## src/hdl/pevd_pkg.sv

```systemverilog
// Shared types and constants of the pointer event decoder.
`default_nettype none

package pevd_pkg;

  localparam logic [15:0] FUNC_KEY = 16'd1;
  localparam logic [15:0] FUNC_REL = 16'd2;
  localparam logic [15:0] FUNC_ABS = 16'd3;

  localparam logic [15:0] KEY_FIRST = 16'd1;
  localparam logic [15:0] KEY_LAST  = 16'd127;
  localparam logic [15:0] BTN_FIRST = 16'h0110;
  localparam logic [15:0] BTN_LAST  = 16'h011F;
  localparam logic [15:0] BTN_MASK  = 16'h000F;

  localparam logic [15:0] REL_X       = 16'd0;
  localparam logic [15:0] REL_Y       = 16'd1;
  localparam logic [15:0] REL_WHEEL_H = 16'd6;
  localparam logic [15:0] REL_WHEEL_V = 16'd8;

  localparam logic [15:0] ABS_X = 16'd0;
  localparam logic [15:0] ABS_Y = 16'd1;

  localparam int unsigned CFG_IDX_W = 3;

  localparam logic [31:0] GAIN_RESET = 32'd65536;

  typedef enum logic [CFG_IDX_W-1:0] {
    REG_SCREEN_WIDTH  = 3'd0,
    REG_SCREEN_HEIGHT = 3'd1,
    REG_ABS_MIN_X     = 3'd2,
    REG_ABS_MIN_Y     = 3'd3,
    REG_GAIN_X        = 3'd4,
    REG_GAIN_Y        = 3'd5,
    REG_CLICK_WINDOW  = 3'd6
  } cfg_reg_t;

  typedef enum logic [2:0] {
    KIND_KEY_DOWN = 3'd0,
    KIND_KEY_UP   = 3'd1,
    KIND_BTN_DOWN = 3'd2,
    KIND_BTN_UP   = 3'd3,
    KIND_MOVE     = 3'd4,
    KIND_WHEEL    = 3'd5
  } kind_t;

  typedef struct packed {
    logic [15:0] func;
    logic [15:0] event_code;
    logic [31:0] event_value;
    logic [31:0] stamp;
    logic        abs_neg;
    logic [31:0] abs_mag;
  } in_word_t;

  typedef struct packed {
    kind_t       kind;
    logic [6:0]  key_number;
    logic [4:0]  button_number;
    logic [15:0] pos_x_out;
    logic [15:0] pos_y_out;
    logic        dbl_click;
    logic        tpl_click;
    logic [31:0] wheel_amount;
    logic        wheel_horizontal;
  } out_word_t;

endpackage

`default_nettype wire

```

## src/hdl/pevd_ifs.sv

```systemverilog
// Channel interfaces of the pointer event decoder: event input, result output, register writes.
`default_nettype none

interface pevd_in_if;
  logic               valid;
  logic               ready;
  logic        [15:0] func;
  logic        [15:0] event_code;
  logic signed [31:0] event_value;
  logic        [31:0] stamp;

  modport source (output valid, func, event_code, event_value, stamp, input ready);
  modport sink   (input valid, func, event_code, event_value, stamp, output ready);
endinterface

interface pevd_out_if;
  logic               valid;
  logic               ready;
  logic        [2:0]  kind;
  logic        [6:0]  key_number;
  logic        [4:0]  button_number;
  logic        [15:0] pos_x_out;
  logic        [15:0] pos_y_out;
  logic               dbl_click;
  logic               tpl_click;
  logic signed [31:0] wheel_amount;
  logic               wheel_horizontal;

  modport source (output valid, kind, key_number, button_number, pos_x_out, pos_y_out,
                  dbl_click, tpl_click, wheel_amount, wheel_horizontal,
                  input ready);
  modport sink   (input valid, kind, key_number, button_number, pos_x_out, pos_y_out,
                  dbl_click, tpl_click, wheel_amount, wheel_horizontal,
                  output ready);
endinterface

interface pevd_cfg_if;
  logic                           valid;
  logic                           ready;
  logic [pevd_pkg::CFG_IDX_W-1:0] idx;
  logic [31:0]                    wdata;

  modport source (output valid, idx, wdata, input ready);
  modport sink   (input valid, idx, wdata, output ready);
endinterface

`default_nettype wire

```

## src/hdl/pointer_event_decoder_core.sv

```systemverilog
// Pointer event decoder: top level, input register, decode and result register.
// Takes one event word per clock unless the output stalls and gives at most one
// result word for it; the event passes through the input register and then the
// result register before its result word is valid. The first stage registers
// the event together with the offset of an absolute reading from its minimum;
// the second holds the 32x32 gain multiplier, the clamps, the press time
// compares and the pointer state, and loads the result register. Events that
// decode to nothing leave no word. Register writes are taken every cycle.
`default_nettype none

module pointer_event_decoder_core (
  input  logic        clk,
  input  logic        rst_n,
  pevd_in_if.sink     in_if,
  pevd_out_if.source  out_if,
  pevd_cfg_if.sink    cfg_if
);

  logic [15:0] screen_width_r;
  logic [15:0] screen_height_r;
  logic [31:0] abs_min_x_r;
  logic [31:0] abs_min_y_r;
  logic [31:0] gain_x_r;
  logic [31:0] gain_y_r;
  logic [31:0] click_window_r;

  logic [15:0] pos_x_r, pos_x_nxt;
  logic [15:0] pos_y_r, pos_y_nxt;
  logic [31:0] prev_press_r, prev_press_nxt;
  logic [31:0] older_press_r, older_press_nxt;

  logic                s1_valid_r, s1_valid_nxt;
  pevd_pkg::in_word_t  s1_r, s1_nxt;
  logic                out_valid_r, out_valid_nxt;
  pevd_pkg::out_word_t out_r, res;
  logic                res_hit;

  logic out_load;
  logic s1_adv;
  logic in_acc;

  logic [31:0]        min_sel;
  logic signed [32:0] abs_d;

  logic [15:0]        lim;
  logic [15:0]        rel_base;
  logic signed [33:0] rel_sum;
  logic [15:0]        rel_pos;
  logic [31:0]        gain_sel;
  logic [63:0]        prod;
  logic [47:0]        scaled;
  logic [15:0]        abs_pos;
  logic [31:0]        e1;
  logic [31:0]        e2;
  logic               dbl;
  logic               tri_hit;
  logic [4:0]         btn;

  assign cfg_if.ready = 1'b1;

  always_ff @(posedge clk) begin
    if (!rst_n) begin
      screen_width_r  <= '0;
      screen_height_r <= '0;
      abs_min_x_r     <= '0;
      abs_min_y_r     <= '0;
      gain_x_r        <= pevd_pkg::GAIN_RESET;
      gain_y_r        <= pevd_pkg::GAIN_RESET;
      click_window_r  <= '0;
    end else if (cfg_if.valid) begin
      case (cfg_if.idx)
        pevd_pkg::REG_SCREEN_WIDTH:  screen_width_r  <= cfg_if.wdata[15:0];
        pevd_pkg::REG_SCREEN_HEIGHT: screen_height_r <= cfg_if.wdata[15:0];
        pevd_pkg::REG_ABS_MIN_X:     abs_min_x_r     <= cfg_if.wdata;
        pevd_pkg::REG_ABS_MIN_Y:     abs_min_y_r     <= cfg_if.wdata;
        pevd_pkg::REG_GAIN_X:        gain_x_r        <= cfg_if.wdata;
        pevd_pkg::REG_GAIN_Y:        gain_y_r        <= cfg_if.wdata;
        pevd_pkg::REG_CLICK_WINDOW:  click_window_r  <= cfg_if.wdata;
        default: begin
        end
      endcase
    end
  end

  assign out_load    = !out_valid_r || out_if.ready;
  assign s1_adv      = s1_valid_r && out_load;
  assign in_if.ready = !s1_valid_r || out_load;
  assign in_acc      = in_if.valid && in_if.ready;

  // offset of an absolute reading, exact in 33 bits
  always_comb begin
    min_sel = in_if.event_code[0] ? abs_min_y_r : abs_min_x_r;
    abs_d   = $signed({in_if.event_value[31], in_if.event_value})
            - $signed({min_sel[31], min_sel});
    s1_nxt.func        = in_if.func;
    s1_nxt.event_code  = in_if.event_code;
    s1_nxt.event_value = in_if.event_value;
    s1_nxt.stamp       = in_if.stamp;
    s1_nxt.abs_neg     = abs_d[32];
    s1_nxt.abs_mag     = abs_d[31:0];
  end

  always_comb begin
    if (in_acc) begin
      s1_valid_nxt = 1'b1;
    end else if (s1_adv) begin
      s1_valid_nxt = 1'b0;
    end else begin
      s1_valid_nxt = s1_valid_r;
    end
  end

  // shared axis datapath
  always_comb begin
    lim      = s1_r.event_code[0] ? screen_height_r : screen_width_r;
    rel_base = s1_r.event_code[0] ? pos_y_r : pos_x_r;
    rel_sum  = $signed({18'd0, rel_base})
             + $signed({{2{s1_r.event_value[31]}}, s1_r.event_value});
    if (rel_sum[33]) begin
      rel_pos = '0;
    end else if (rel_sum[32:0] >= {17'd0, lim}) begin
      rel_pos = lim;
    end else begin
      rel_pos = rel_sum[15:0];
    end

    gain_sel = s1_r.event_code[0] ? gain_y_r : gain_x_r;
    prod     = {32'd0, s1_r.abs_mag} * {32'd0, gain_sel};
    scaled   = prod[63:16];
    if (s1_r.abs_neg) begin
      abs_pos = '0;
    end else if (scaled > {32'd0, lim}) begin
      abs_pos = lim;
    end else begin
      abs_pos = scaled[15:0];
    end

    e1      = s1_r.stamp - prev_press_r;
    e2      = s1_r.stamp - older_press_r;
    dbl     = e1 <= click_window_r;
    tri_hit = {1'b0, e2} <= {click_window_r, 1'b0};
    btn     = {1'b0, s1_r.event_code[3:0] & pevd_pkg::BTN_MASK[3:0]} + 5'd1;
  end

  always_comb begin
    res             = '0;
    res.pos_x_out   = pos_x_r;
    res.pos_y_out   = pos_y_r;
    res_hit         = 1'b0;
    pos_x_nxt       = pos_x_r;
    pos_y_nxt       = pos_y_r;
    prev_press_nxt  = prev_press_r;
    older_press_nxt = older_press_r;
    case (s1_r.func)
      pevd_pkg::FUNC_KEY: begin
        if (s1_r.event_code inside {[pevd_pkg::KEY_FIRST:pevd_pkg::KEY_LAST]}) begin
          res_hit        = 1'b1;
          res.kind       = (s1_r.event_value != '0) ? pevd_pkg::KIND_KEY_DOWN
                                                    : pevd_pkg::KIND_KEY_UP;
          res.key_number = s1_r.event_code[6:0];
          res.pos_x_out  = '0;
          res.pos_y_out  = '0;
        end else if (s1_r.event_code inside {[pevd_pkg::BTN_FIRST:pevd_pkg::BTN_LAST]}) begin
          res_hit           = 1'b1;
          res.button_number = btn;
          if (s1_r.event_value != '0) begin
            res.kind      = pevd_pkg::KIND_BTN_DOWN;
            res.dbl_click = dbl;
            res.tpl_click = tri_hit;
            if (tri_hit) begin
              prev_press_nxt  = '0;
              older_press_nxt = '0;
            end else begin
              older_press_nxt = prev_press_r;
              prev_press_nxt  = s1_r.stamp;
            end
          end else begin
            res.kind = pevd_pkg::KIND_BTN_UP;
          end
        end
      end
      pevd_pkg::FUNC_REL: begin
        case (s1_r.event_code)
          pevd_pkg::REL_X: begin
            res_hit       = 1'b1;
            res.kind      = pevd_pkg::KIND_MOVE;
            pos_x_nxt     = rel_pos;
            res.pos_x_out = rel_pos;
          end
          pevd_pkg::REL_Y: begin
            res_hit       = 1'b1;
            res.kind      = pevd_pkg::KIND_MOVE;
            pos_y_nxt     = rel_pos;
            res.pos_y_out = rel_pos;
          end
          pevd_pkg::REL_WHEEL_H, pevd_pkg::REL_WHEEL_V: begin
            res_hit              = 1'b1;
            res.kind             = pevd_pkg::KIND_WHEEL;
            res.wheel_amount     = s1_r.event_value;
            res.wheel_horizontal = (s1_r.event_code == pevd_pkg::REL_WHEEL_H);
          end
          default: begin
          end
        endcase
      end
      pevd_pkg::FUNC_ABS: begin
        if (s1_r.event_code == pevd_pkg::ABS_X || s1_r.event_code == pevd_pkg::ABS_Y) begin
          res_hit  = 1'b1;
          res.kind = pevd_pkg::KIND_MOVE;
          if (lim != '0) begin
            if (s1_r.event_code == pevd_pkg::ABS_X) begin
              pos_x_nxt     = abs_pos;
              res.pos_x_out = abs_pos;
            end else begin
              pos_y_nxt     = abs_pos;
              res.pos_y_out = abs_pos;
            end
          end
        end
      end
      default: begin
      end
    endcase
    if (!s1_adv) begin
      pos_x_nxt       = pos_x_r;
      pos_y_nxt       = pos_y_r;
      prev_press_nxt  = prev_press_r;
      older_press_nxt = older_press_r;
    end
  end

  assign out_valid_nxt = out_load ? (s1_valid_r && res_hit) : out_valid_r;

  always_ff @(posedge clk) begin
    if (!rst_n) begin
      s1_valid_r    <= 1'b0;
      out_valid_r   <= 1'b0;
      pos_x_r       <= '0;
      pos_y_r       <= '0;
      prev_press_r  <= '0;
      older_press_r <= '0;
    end else begin
      s1_valid_r    <= s1_valid_nxt;
      out_valid_r   <= out_valid_nxt;
      pos_x_r       <= pos_x_nxt;
      pos_y_r       <= pos_y_nxt;
      prev_press_r  <= prev_press_nxt;
      older_press_r <= older_press_nxt;
    end
  end

  always_ff @(posedge clk) begin
    if (in_acc) begin
      s1_r <= s1_nxt;
    end
    if (out_load) begin
      out_r <= res;
    end
  end

  assign out_if.valid            = out_valid_r;
  assign out_if.kind             = out_r.kind;
  assign out_if.key_number       = out_r.key_number;
  assign out_if.button_number    = out_r.button_number;
  assign out_if.pos_x_out        = out_r.pos_x_out;
  assign out_if.pos_y_out        = out_r.pos_y_out;
  assign out_if.dbl_click        = out_r.dbl_click;
  assign out_if.tpl_click        = out_r.tpl_click;
  assign out_if.wheel_amount     = out_r.wheel_amount;
  assign out_if.wheel_horizontal = out_r.wheel_horizontal;

endmodule

`default_nettype wire
```

## src/flat_wrapper.sv

```systemverilog
// flat-port wrapper written by rule: the top's interface ports become plain ports
module pointer_event_decoder_core_flat 
  (clk, rst_n, in_if_valid, in_if_func, in_if_event_code, in_if_event_value, in_if_stamp, in_if_ready, out_if_valid, out_if_kind, out_if_key_number, out_if_button_number, out_if_pos_x_out, out_if_pos_y_out, out_if_dbl_click, out_if_tpl_click, out_if_wheel_amount, out_if_wheel_horizontal, out_if_ready, cfg_if_valid, cfg_if_idx, cfg_if_wdata, cfg_if_ready);
  pevd_in_if in_if_i ();
  pevd_out_if out_if_i ();
  pevd_cfg_if cfg_if_i ();
  input  logic clk;
  input  logic rst_n;
  input wire logic [$bits(in_if_i.valid)-1:0] in_if_valid;
  input wire logic [$bits(in_if_i.func)-1:0] in_if_func;
  input wire logic [$bits(in_if_i.event_code)-1:0] in_if_event_code;
  input wire logic [$bits(in_if_i.event_value)-1:0] in_if_event_value;
  input wire logic [$bits(in_if_i.stamp)-1:0] in_if_stamp;
  output wire logic [$bits(in_if_i.ready)-1:0] in_if_ready;
  output wire logic [$bits(out_if_i.valid)-1:0] out_if_valid;
  output wire logic [$bits(out_if_i.kind)-1:0] out_if_kind;
  output wire logic [$bits(out_if_i.key_number)-1:0] out_if_key_number;
  output wire logic [$bits(out_if_i.button_number)-1:0] out_if_button_number;
  output wire logic [$bits(out_if_i.pos_x_out)-1:0] out_if_pos_x_out;
  output wire logic [$bits(out_if_i.pos_y_out)-1:0] out_if_pos_y_out;
  output wire logic [$bits(out_if_i.dbl_click)-1:0] out_if_dbl_click;
  output wire logic [$bits(out_if_i.tpl_click)-1:0] out_if_tpl_click;
  output wire logic [$bits(out_if_i.wheel_amount)-1:0] out_if_wheel_amount;
  output wire logic [$bits(out_if_i.wheel_horizontal)-1:0] out_if_wheel_horizontal;
  input wire logic [$bits(out_if_i.ready)-1:0] out_if_ready;
  input wire logic [$bits(cfg_if_i.valid)-1:0] cfg_if_valid;
  input wire logic [$bits(cfg_if_i.idx)-1:0] cfg_if_idx;
  input wire logic [$bits(cfg_if_i.wdata)-1:0] cfg_if_wdata;
  output wire logic [$bits(cfg_if_i.ready)-1:0] cfg_if_ready;
  assign in_if_i.valid = in_if_valid;
  assign in_if_i.func = in_if_func;
  assign in_if_i.event_code = in_if_event_code;
  assign in_if_i.event_value = in_if_event_value;
  assign in_if_i.stamp = in_if_stamp;
  assign in_if_ready = in_if_i.ready;
  assign out_if_valid = out_if_i.valid;
  assign out_if_kind = out_if_i.kind;
  assign out_if_key_number = out_if_i.key_number;
  assign out_if_button_number = out_if_i.button_number;
  assign out_if_pos_x_out = out_if_i.pos_x_out;
  assign out_if_pos_y_out = out_if_i.pos_y_out;
  assign out_if_dbl_click = out_if_i.dbl_click;
  assign out_if_tpl_click = out_if_i.tpl_click;
  assign out_if_wheel_amount = out_if_i.wheel_amount;
  assign out_if_wheel_horizontal = out_if_i.wheel_horizontal;
  assign out_if_i.ready = out_if_ready;
  assign cfg_if_i.valid = cfg_if_valid;
  assign cfg_if_i.idx = cfg_if_idx;
  assign cfg_if_i.wdata = cfg_if_wdata;
  assign cfg_if_ready = cfg_if_i.ready;
  pointer_event_decoder_core u_core (.clk(clk), .rst_n(rst_n), .in_if(in_if_i), .out_if(out_if_i), .cfg_if(cfg_if_i));
endmodule
```

## config.mk

```make
export PLATFORM = sky130hd
export DESIGN_NAME = pointer_event_decoder_core_flat
export DESIGN_NICKNAME = d
export VERILOG_FILES = /design/src/hdl/pevd_pkg.sv /design/src/hdl/pevd_ifs.sv /design/src/hdl/pointer_event_decoder_core.sv /design/src/flat_wrapper.sv
export SDC_FILE = /design/constraint.sdc
export NUM_CORES = 2
export LEC_CHECK = 0
export ABC_AREA = 1
export BUFFER_PORTS_ARGS = -buffer_cell sky130_fd_sc_hd__buf_4
export CORE_UTILIZATION = 40
export CTS_CLUSTER_SIZE = 28
export DETAILED_ROUTE_END_ITERATION = 10
export PLACE_DENSITY = 0.6
export SETUP_SLACK_MARGIN = 0.05
export SLEW_MARGIN = 25
export SYNTH_ARGS = -nofsm -noshare
export SYNTH_HDL_FRONTEND = slang
export SYNTH_SLANG_ARGS = --single-unit
```

## constraint.sdc

```tcl
create_clock -name clk -period 26.7 [get_ports clk]
set_clock_uncertainty 0.2 [all_clocks]
set_input_delay 2.67 -clock clk [delete_from_list [all_inputs] [get_ports clk]]
set_output_delay 2.67 -clock clk [all_outputs]
set_load 0.01 [all_outputs]
```

# Word level (Yosys, flattened, before mapping)
# Cells that the tools add are included.
# totals
reg_bits	501
latchBits	0
ramBits	0
rom_bits	0
inputBits	136
out_inout_bits	85
elab_cells	130
mem_count	0
# classes
add_sub_neg	5
multipliers	1
div_mod_pow	0
magnitude_cmp	8
n_eq_ne	14
shifts	0
muxes	38
bitwise_logic	4
n_reduce_logical	32
# ops
op	count
$mux 16	14
$mux 32	7
$pmux 32 s3	1
$mul 32x32->64	1
$pmux 16 s2	2
$sub 32x32->32	2
$gt 48x16->1	1
$add 17x32->33	1
$ge 33x16->1	1
$le 32x33->1	1
$sub 32x32->33	1
$eq 16x1->1 const B	2
$eq 16x2->1 const B	2
$le 32x32->1	1
$reduce_bool 32->1	1
$reduce_and 2->1	9
$eq 16x3->1 const B	1
$eq 16x4->1 const B	1
$ge 16x1->1 const B	1
$ge 16x9->1 const B	1
$le 16x7->1 const B	1
$le 16x9->1 const B	1
$logic_not 16->1	1
$reduce_bool 16->1	1
other kinds (22)	47

# Longest topological paths before layout
# logic_depth
depth_word	9
depth_mapped	53
mapped_depth_nobuf	48

# Worst setup path before layout
# Ideal clock, no wire load.
# synth_timing
kind	flip-flop to flip-flop
from	reg u_core.s1_r[97] in the netlist's numbering
to	reg u_core.out_r (netlist bit u_core.out_if.pos_x_out[13]) (data pin)
arrival_ps	9027
required_time_ps	26225
slack_ps	17198
path_stages_with_launch	47
n_path_buf	7
period_less_slack_ps	9502
path_cell_list	edfxtp_1 > buf_6 > buf_6 > clkbuf_1 > clkbuf_1 > or2_2 > nand2_1 > clkbuf_1 > buf_1 > nor2_1 > fa_1 > fa_1 > inv_1 > fa_1 > fa_1 > inv_1 > fa_1 > fa_1 > [... 11 more ...] > xnor2_1 > inv_1 > ha_1 > a21oi_1 > nor2_1 > nor2_1 > nand4_1 > nand2_1 > nand3_1 > nor2_1 > nand4_1 > nor2_1 > buf_6 > nand3_2 > nand3_2 > nand2_2 > nand3_1 > o2111ai_1
# synth_rtl
element	line_no	text
start: declaration	pointer_event_decoder_core.sv:33	pevd_pkg::in_word_t s1_r, s1_nxt;
start signal: assignment	pointer_event_decoder_core.sv:254	s1_r <= s1_nxt;
end signal: assignment	pointer_event_decoder_core.sv:257	out_r <= res;
end: declaration	pointer_event_decoder_core.sv:35	pevd_pkg::out_word_t out_r, res;

# Worst setup path in the final report
# layout_timing
from	reg u_core.s1_r[97] in the netlist's numbering
to	reg u_core.pos_x_r[3]
# layout_between
elab_chain_len	9
# layout_lines
element	line_no	text
$mux 32	pointer_event_decoder_core.sv:127	gain_sel = s1_r.event_code[0] ? gain_y_r : gain_x_r;
$mul 32x32->64	pointer_event_decoder_core.sv:128	prod = {32'd0, s1_r.abs_mag} * {32'd0, gain_sel};
$gt 48x16->1	pointer_event_decoder_core.sv:132	end else if (scaled > {32'd0, lim}) begin
$mux 16	pointer_event_decoder_core.sv:132	
$mux 16	pointer_event_decoder_core.sv:130	if (s1_r.abs_neg) begin
$mux 16	-	
$mux 16	pointer_event_decoder_core.sv:210	if (lim != '0) begin
$mux 16	pointer_event_decoder_core.sv:207	if (s1_r.event_code == pevd_pkg::ABS_X || s1_r.event_code == pevd_pkg::ABS_Y) begin
$pmux 16 s2	pointer_event_decoder_core.sv:154	case (s1_r.func)
end signal: assignment	pointer_event_decoder_core.sv:245	pos_x_r <= pos_x_nxt;
end: declaration	pointer_event_decoder_core.sv:27	logic [15:0] pos_x_r, pos_x_nxt;
# Parallel ways exist; a longest one is shown, timed or not. The select of a mux whose other input is x is not followed.
# A chain may end at the register's enable or synchronous reset.

==> results.yml <==
timing:
  period_share: 0.457
  final_hold_viol_count: 0
  max_freq_mhz: 81.9
  tightest_slew_ns: 1.19
  slew_viol_final: 0
  finalSetupViolations: 0
  post-route-min-period_ns: 12.21
  slew_headroom: 0.200
  tns_ns: 0
  rsz0062_at_grt: "false"
  holdWs_ns: 0.253
logic_synthesis:
  syn-num-nets: 9416
  ys.flop_type: "dfxtp_1"
  synth_warnings: 0
  yosysUniqueCellTypes: 61
  synth_edf_count: 211
  synth_area_leader_cell: "fa_1"
  synth_cells: 7911
  ys_top_cells_by_area: "fa_1 (29%), edfxtp_1 (10%), ha_1 (9.4%)"
  synth_top_area_frac: 0.288
  avgSynthCellArea_um2: 7.91
  synth.yosys.seq_area_share: 0.194
  syn_area_um2: 62600
  async_reset_ff_frac: 0
  synth-seq-cells: 501
clock_tree:
  clk_latency_ns: 0.63
  hold_buffers: 0
  clock_sinks: 501
  clk_pin_slew_worst_paths_ns: 0.07
  cts_tree: "built"
  cts_root_buffer: "clkbuf_16"
  numCtsBuffers: 51
  postCtsSetupBuffers: 0
  h-tree-depth: 2
  cts-resized-gates: 0
  clock_path_buffers: 3
setup_path:
  worstPathArrival_ns: 12.57
  rr_startpoint: "u_core.s1_r[97]$_DFFE_PP_"
  crit_slowest_cell: "inv_1"
  reg2reg_slack_ns: 14.49
  crit_path_start_kind: "register"
  rr_worst_depth: 49
  crit_end: "u_core.pos_x_r[3]$_SDFFE_PN0P_"
  cp.required_ns: 27.06
  max_stage_delay_ns: 0.81
  critPathMaxFanout: 33
  endpoint_kind: "register"
  startpoint: "u_core.s1_r[97]$_DFFE_PP_"
  path_class: "reg2reg"
  r2r-end: "u_core.pos_x_r[3]$_SDFFE_PN0P_"
  cpMostUsedCell: "nand2_1"
global_routing:
  grt_pass1_vias: 55000
  grt_max_degree: 118
  grt_overflow: 0
  grt_first_pass_wirelength_mm: 339
  grtUsageTotal: 0.285
  antenna_found_initial: 4
route:
  drt-initial-drc-count: 4476
  drtPass1Iterations: 8
  antenna_left: 0
  drc: 0
  wl_mm: 225
  via_per_inst: 5.34
  wl_per_cell_um: 22.3
  vias: 53700
die:
  start_util: 0.404
  pin_count: 221
  fp-row-count: 144
  die_w_um: 398
  die_h_um: 398
  core_area_um2: 155000
  die_area_um2: 158000
finish:
  layout-drive-gt1-share: 0.0778
  final_core_util: 0.439
  fin_cells: 10100
  nNetsFinal: 9473
  area_growth_pct: 8.68
  layout_commonest_cell: "nand2_1"
  n_fill_cell: 15500
  most-common-layout-cells: "nand2_1 (1559), inv_1 (1406), nor2_1 (1069)"
placement:
  dpl.cell_count: 9958
  place_hpwl_mm: 174
  portBuffers: 219
  globalplace.congestion: 0.990
min_path:
  hp-class: "reg2reg"
  min-delay-start: "u_core.abs_min_x_r[0]$_SDFFE_PN0P_"
flow_run:
  maxCapViolCount: 0
outcome:
  status: "finished clean"
worst max-delay path, delay by kind of cell (launching register included):
family                   cells  cell delay (ns)
adder cells (fa/ha/maj)     10             4.76
AO/OA/AOI/OAI                4             0.53
buffers and inverters       12             2.56
XOR/XNOR                     1             0.55
flip-flops                   1             0.36
AND/OR/NAND/NOR             22             3.14
per-layer routing:
layer	global-route usage	vias to the layer above	wire length, µm
met4	0.124	6	11700
met2	0.457	2338	101000
met1	0.382	26400	92900
met5	0	-	47
met3	0.0412	536	18600
li1	-	24500	-
cells by family (layout without fill, tap and decap cells):
logic type / Yosys count / count (layout) / share of synthesized area
and+or+nand+nor: 3168 / 3168 / 0.211
buffers and inverters: 1783 / 1883 / 0.109
adders and majority gates: 1369 / 1369 / 0.382
AOI/OAI and AO/OA: 905 / 905 / 0.0782
DFF: 501 / 501 / 0.194
xor gates and xnor gates: 139 / 139 / 0.0195
muxes: 45 / 45 / 0.00720
other: 1 / 4 / 0.0000599
cell type report:
class | count | area (µm²) | area share
well taps | 2044 | 2560 | 0.0376
clock inverters | 29 | 272 | 0.00399
repair buffers | 321 | 2430 | 0.0358
inverters | 1466 | 5510 | 0.0810
multi-input cells | 5627 | 43700 | 0.643
flip-flops and latches | 501 | 12100 | 0.179
diodes | 3 | 7.51 | 0.000110
clock buffers | 67 | 1370 | 0.0201
how the worst min path moves through the flow:
stage                                    endpoint  slack [ns]  cells after the start
4_1_cts        u_core.abs_min_x_r[0]$_SDFFE_PN0P_        0.26                      2
6_report       u_core.abs_min_x_r[0]$_SDFFE_PN0P_        0.25                      2
3_5_place_dp   u_core.abs_min_x_r[0]$_SDFFE_PN0P_        0.25                      2
5_1_grt        u_core.abs_min_x_r[0]$_SDFFE_PN0P_        0.29                      2
2_1_floorplan    u_core.gain_x_r[16]$_SDFFE_PN1P_        0.22                      2
3_3_place_gp   u_core.abs_min_x_r[0]$_SDFFE_PN0P_        0.23                      2
state kept, by name, summed over array words and instances, names as in the netlist, 32 cells and up:
name	flops
u_core.older_press_r	32
u_core.gain_y_r	32
u_core.s1_r	129
u_core.click_window_r	32
u_core.abs_min_y_r	32
u_core.prev_press_r	32
u_core.abs_min_x_r	32
u_core.out_if.wheel_amount	32
u_core.gain_x_r	32
Yosys cell counts (8+ instances only):
| master | instances |
|---|---|
| mux2i_1 | 45 |
| nor3_2 | 8 |
| clkinv_1 | 30 |
| o21ai_1 | 17 |
| o21ai_0 | 371 |
| nand3_1 | 187 |
| xor2_1 | 94 |
| inv_1 | 1412 |
| o21bai_1 | 27 |
| nor2_2 | 8 |
| nand4_1 | 91 |
| a21oi_2 | 12 |
| o211ai_1 | 8 |
| ha_1 | 470 |
| dfxtp_1 | 290 |
| nand2_1 | 1562 |
| a21boi_0 | 8 |
| nor4_1 | 20 |
| clkbuf_1 | 275 |
| or2_2 | 60 |
| xnor2_1 | 45 |
| buf_2 | 10 |
| edfxtp_1 | 211 |
| fa_1 | 899 |
| nor2_1 | 1074 |
| nor3_1 | 48 |
| buf_1 | 17 |
| nand3b_1 | 15 |
| o2111ai_1 | 16 |
| nand3_2 | 25 |
| a21oi_1 | 393 |
| inv_2 | 24 |
| nand2_2 | 49 |
| o21a_1 | 8 |
| a21boi_1 | 15 |
per-stage QoR:
stage                     instance area, µm²  setup WS (ns)
after detailed placement               66300          14.63
after floorplan                        62600          17.20
after global placement                 66300          14.63
after CTS                              68000          14.58
final                                  68000          14.49
after global routing                   68000          13.98
Power is not shown: default switching activity piles up to over one toggle a cycle in this logic, so the estimate is an artifact.
